### src/rtl/core/jdg_pkg.sv
package jdg_pkg;

   // Field widths.
   localparam int UNIX_W = 33;
   localparam int JD_W   = 39;
   localparam int SOD_W  = 17;
   localparam int CENT_W = 43;

   localparam int ANGLE_BITS_DEFAULT = 32;

   // Pipeline: stage 0 takes the timestamp, stage 8 holds the result.
   localparam int STAGES   = 9;
   localparam int STG_DATE = 3;
   localparam int STG_LAST = STAGES - 1;

   typedef struct packed {
      logic [STAGES-1:0] load;
   } pipe_ctl_type;

   // Day split: u / 86400 = (u >> 7) / 675, done by reciprocal and one correction.
   localparam int DAY_SHIFT       = 7;
   localparam int DAY_X_W         = UNIX_W - DAY_SHIFT;
   localparam int DAY_RECIP_W     = 27;
   localparam int DAY_RECIP_SHIFT = 36;
   localparam int DAY_PROD_W      = DAY_X_W + DAY_RECIP_W;
   localparam int DAYS_W          = 17;
   localparam int DAY_BASE_W      = UNIX_W + 1;
   localparam logic [9:0] DAY_ODD = 10'd675;
   localparam logic [DAY_RECIP_W-1:0] DAY_RECIP =
      DAY_RECIP_W'((64'd1 << DAY_RECIP_SHIFT) / 64'd675);
   localparam logic [SOD_W-1:0] SEC_PER_DAY = 17'd86400;

   // Julian date of the Unix epoch in half-seconds.
   localparam logic [JD_W-1:0] JD_EPOCH = 39'd421733520000;

   // Signed day offset n = 2 * days - 21915.
   localparam int MAG_W = 18;
   localparam logic [MAG_W:0] N_OFFSET = 19'd21915;

   // Centuries: q = floor(diff * 2^33 / 24654375), diff = 2u + 4418064000.
   localparam int DIFF_W       = 35;
   localparam int CR_W         = 44;
   localparam int CR_HALF      = 22;
   localparam int CR_SHIFT     = 35;
   localparam int CR_PROD_W    = DIFF_W + CR_HALF;
   localparam int CR_SUM_W     = CR_PROD_W + CR_HALF + 1;
   localparam int CQ_W         = 44;
   localparam int CREM_W       = 26;
   localparam logic [DIFF_W-1:0] DIFF_OFFSET = 35'd4418064000;
   localparam logic [24:0] CENT_DIV = 25'd24654375;
   localparam logic [CR_W-1:0] CENT_RECIP =
      CR_W'((128'd1 << 68) / 128'd24654375);
   localparam logic [CQ_W-1:0] CENT_BIAS = 44'd1 << 40;

   // Sidereal polynomial coefficients in units of 2^-64 turn.
   localparam logic [255:0] DAY_CENTURY_W = 256'd6311520000;
   localparam logic [63:0] K0 =
      64'((256'd2411054841 << 64) / (256'd100000 * 256'd86400));
   localparam logic [63:0] K1 =
      64'((256'd8640184812866 << 64) / (256'd1000000 * DAY_CENTURY_W));
   localparam logic [63:0] K2 =
      64'((256'd93104 << 96) / (256'd1000000 * DAY_CENTURY_W * 256'd73050));
   localparam logic [63:0] K3 =
      64'((256'd62 << 120) / (256'd10000000 * DAY_CENTURY_W * 256'd5336302500));
   localparam logic [63:0] K4 =
      64'((256'd100273790935 << 80) / (256'd100000000000 * 256'd86400));
   localparam logic [63:0] K5 =
      64'((256'd59 << 96) / (256'd1000000000000 * DAY_CENTURY_W));

   localparam int K3_W  = 38;
   localparam int M2_W  = 2 * MAG_W;
   localparam int MS_W  = MAG_W + SOD_W;
   localparam int M3_W  = 54;
   localparam int M3_H  = M3_W / 2;

endpackage

### src/rtl/core/jdg_cent.sv
module jdg_cent (
   input  logic                        clock,
   input  jdg_pkg::pipe_ctl_type       ctl,
   input  logic [jdg_pkg::DIFF_W-1:0]  diffp,
   output logic [jdg_pkg::CENT_W-1:0]  cent
);
   import jdg_pkg::*;

   logic [CR_PROD_W-1:0] plo4_ff, phi4_ff;
   logic [CR_SUM_W-1:0]  sum5;
   logic [CQ_W-1:0]      est5_ff, est6_ff;
   logic [CREM_W-1:0]    rprod6_ff, rprod6_in, rem7;
   logic [CQ_W-1:0]      q7, qr7, half7, c7;
   logic [CENT_W-1:0]    cent7_ff;

   // Quotient estimate from two half-width partial products.
   assign sum5 = {1'b0, phi4_ff, {CR_HALF{1'b0}}} + CR_SUM_W'(plo4_ff);

   // The dividend has its low 33 bits zero, so the remainder's low bits suffice.
   assign rprod6_in = CREM_W'(est5_ff[CREM_W-1:0] * CREM_W'(CENT_DIV));

   always_comb begin
      rem7  = CREM_W'(0) - rprod6_ff;
      q7    = est6_ff + CQ_W'(rem7 >= CREM_W'(CENT_DIV));
      qr7   = q7 + CQ_W'(1);
      half7 = qr7 >> 1;
      c7    = half7 - CENT_BIAS;
   end

   always_ff @(posedge clock) begin
      if (ctl.load[4]) begin
         plo4_ff <= CR_PROD_W'(diffp) * CR_PROD_W'(CENT_RECIP[CR_HALF-1:0]);
         phi4_ff <= CR_PROD_W'(diffp) * CR_PROD_W'(CENT_RECIP[CR_W-1:CR_HALF]);
      end
      if (ctl.load[5]) begin
         est5_ff <= sum5[CR_SHIFT +: CQ_W];
      end
      if (ctl.load[6]) begin
         est6_ff   <= est5_ff;
         rprod6_ff <= rprod6_in;
      end
      if (ctl.load[7]) begin
         cent7_ff <= c7[CENT_W-1:0];
      end
   end

   assign cent = cent7_ff;

endmodule

### config.mk
export PLATFORM = sky130hd
export DESIGN_NAME = jdg_cent
export DESIGN_NICKNAME = d
export VERILOG_FILES = /design/src/rtl/core/jdg_pkg.sv /design/src/rtl/core/jdg_cent.sv
export SDC_FILE = /design/constraint.sdc
export NUM_CORES = 2
export LEC_CHECK = 0
export ABC_AREA = 0
export BUFFER_PORTS_ARGS = -buffer_cell sky130_fd_sc_hd__buf_4
export CORE_UTILIZATION = 35
export DETAILED_ROUTE_END_ITERATION = 6
export PLACE_DENSITY = 0.51
export SLEW_MARGIN = 20
export SYNTH_ARGS = -nofsm -noshare
export SYNTH_HDL_FRONTEND = slang
export SYNTH_SLANG_ARGS = --single-unit
### constraint.sdc
create_clock -name clock -period 8.2 [get_ports clock]
set_input_delay 2.05 -clock clock [delete_from_list [all_inputs] [get_ports clock]]
set_output_delay 2.05 -clock clock [all_outputs]
set_load 0.01 [all_outputs]
==> results by group <==
Route
  – Post-route DRC violation count: 0
  – WL met2: 40.3 mm
  – WL final: 85.1 mm
  – Top Layer Used: met4
  – Via-per-instance ratio: 4.52
  – Initial drt markers: 918
  – Routed wl met3: 2.61 mm
  – Metal1 wirelength: 40.9 mm
  – TritonRoute pass-1 iters: 5
  – WL per Instance: 16.9 um
  – Routed Antenna Nets: 0
  – Via count: 22,700

CTS
  – Cell at the root of the clock tree: clkbuf_16
  – Clk buf depth: 3
  – Reg clk slew, reported paths: 60 ps
  – H-Tree Depth: 1
  – CTS buffer count: 27
  – Worst skew pair latency: 580 ps
  – Post-CTS Setup Bufs: 0
  – CTS tree: done
  – Post-CTS sizing: 0
  – # hold bufs at CTS: 0
  – Total clock sinks: 246

Synthesis
  – Post-synth EDFFs: 246
  – Syn Inst Count: 3,283
  – Async SR Flop Fraction: 0%
  – Yosys reg bits: 246
  – Mapped Area: 35,800 um^2
  – Synth Flop Type: edfxtp_1
  – Unique masters post-synth: 65
  – Mapped Nets: 4,509
  – Seq/Total Area, Yosys: 20.6%
  – Mapped Avg Cell Area: 10.9 um^2
  – Synth warnings: 0

Die
  – Die W: 322 um
  – Die Area: 104,000 um^2
  – Num ports: 88
  – Placement Rows: 116
  – Vert. Die Dim: 322 um
  – Initial Util: 35.5%
  – Core area: 101,000 um^2

Place
  – Placed wire-length estimate: 75.2 mm
  – Buffers added on ports: 82
  – Placed Cells: 4,984
  – RePlAce Congestion: 0.857

GRT
  – Largest net degree at the start of global routing: 70
  – First-pass GRT wire length: 135 mm
  – GRT overflow: 0
  – GRT Util Overall: 16.9%
  – Number of global-route vias before repair: 24,200
  – Initial antenna violation count: 7

Cells and area
  – Area Overhead vs Synth: 14.7%
  – Fin nets: 4,882
  – # fillers: 9,977
  – Layout cells sized above 1: 11.1%
  – Finished Layout Cells: 5,033
  – Most common cell after layout, fill and taps aside: inv_1
  – Most frequent cells in the layout: 874 x inv_1, 649 x ha_1, 532 x fa_1
  – ANT cells: 0

Setup path
  – Slowest stage delay, CP: 550 ps
  – Worst Path Arrival: 8130 ps
  – Most frequent CP cell: fa_1
  – Slowest stage cell, crit path: fa_1
  – Crit start category: input pin
  – Crit-path max FO: 6
  – CP required: 8520 ps
  – Crit-path cells: buf_4, ha_1, nor2b_1, o21ai_0, o21ai_0, buf_4, fa_1, fa_1, fa_1, inv_1, fa_1, inv_1, ha_1, ha_1, a21oi_1, o21ai_0, a22o_1, or3_1, a31oi_1, o21ai_1, nor2_1, o21ai_1, a221oi_1, xnor2_1
  – CP endpoint kind: register
  – Crit Path Class: in -> reg

STA
  – Fin Setup TNS: 0 ps
  – Worst-margin pin slew: 925 ps
  – Hold Fails Final Rpt: 0
  – Max-slew headroom: 37.9%
  – FMAX: 0.128 GHz
  – Worst clock skew: 26.6 ps
  – Tmin final: 7820 ps
  – Final setup fails: 0
  – Final period util: 95.3%
  – Final slew viol count: 0
  – Unrepaired setup endpoints after global routing: false

Run status
  – Status: finished, final reports clean

Min path
  – Worst Hold Class: reg -> reg

Run
  – Max cap viols: 0
==> through the flow <==
step                      utilization, %  worst slack (ps)  hold WS [ps]  instance area, um^2
after global routing                40.7              76.7           418                41000
after CTS                           40.7               406           415                41000
after floorplan                        -               394           400                35800
final                               40.7               384           413                41000
after global placement              39.8              -181           406                40100
after detailed placement            39.8              -173           405                40100
==> per-layer routing <==
layer,global-route usage [%],vias up
met5,0,-
met4,2.89,0
met3,1.26,64
met2,28.4,274
met1,24.0,11100
li1,-,11300
==> path summary, 6_finish.rpt <==
path | from | to | slack [ps] | cells past startpoint
worst max-delay path | diffp[8] | phi4_ff[43] | 380 | 24
worst min-delay path | est5_ff[39] | est6_ff[39] | 410 | 0
worst max register to register | est5_ff[2] | rprod6_ff[25] | 1860 | 16
worst min register to register | est5_ff[39] | est6_ff[39] | 410 | 0
==> kinds of logic after synthesis <==
logic type	count (synthesis)	share of synthesized area, %
buf+inv	883	9.29
fa+ha+maj	1181	52.5
xor+xnor	254	6.22
compound gates	333	5.99
flops	246	20.6
simple gates	386	5.41
==> flip-flops by register name, indices dropped and copies added, names as in the netlist <==
register	count
est5_ff	44
phi4_ff	57
cent	43
est6_ff	44
plo4_ff	33
rprod6_ff	25
==> synth_stat cells (all sizes together) (3+ instances only) <==
cell       n  area, um^2
nor4       6        37.5
and2      12        75.1
nand2b    14        87.6
buf        4        25.0
a21boi     7        52.6
a21o      57         428
a21oi    100         500
nor2      78         293
o21ai     67         335
o31a       3        26.3
nor3      25         141
nor2b     18         113
a2111oi    4        35.0
or4        5        48.8
edfxtp   246        7390
clkbuf     5        18.8
o21a      19         143
a211oi    10        75.1
or3        8        50.1
nor3b      6        45.0
ha       649        8120
o211ai     9        67.6
inv      874        3280
o31ai      4        35.0
fa       532       10700
nand4     22         138
and4       5        43.8
and3      26         163
a22o       3        26.3
nand3     61         305
nand2     95         357
o21bai    13        97.6
xor2      74         648
a31oi     10        62.6
xnor2    180        1580
==> worst max-delay path: cells and delay by family <==
kind,cells,cell delay (ps)
AOI/OAI and AO/OA,9,1800
xor gates and xnor gates,1,110
adders and majority gates,7,3130
buffers and inverters,4,410
and+or+nand+nor,3,640
==> cell type report <==
class / instances / area, um^2 / share of cell area (%)
Sequential cell: 246 / 7390 / 18.0
Inverter: 874 / 3280 / 8.00
Tap cell: 1357 / 1700 / 4.14
Multi-Input combinational cell: 2154 / 25100 / 61.1
Timing Repair Buffer: 353 / 2650 / 6.46
Clock buffer: 31 / 691 / 1.68
Clock inverter: 18 / 249 / 0.607
Power is not shown: default switching activity piles up to over one toggle a cycle in this logic, so the estimate is an artifact.
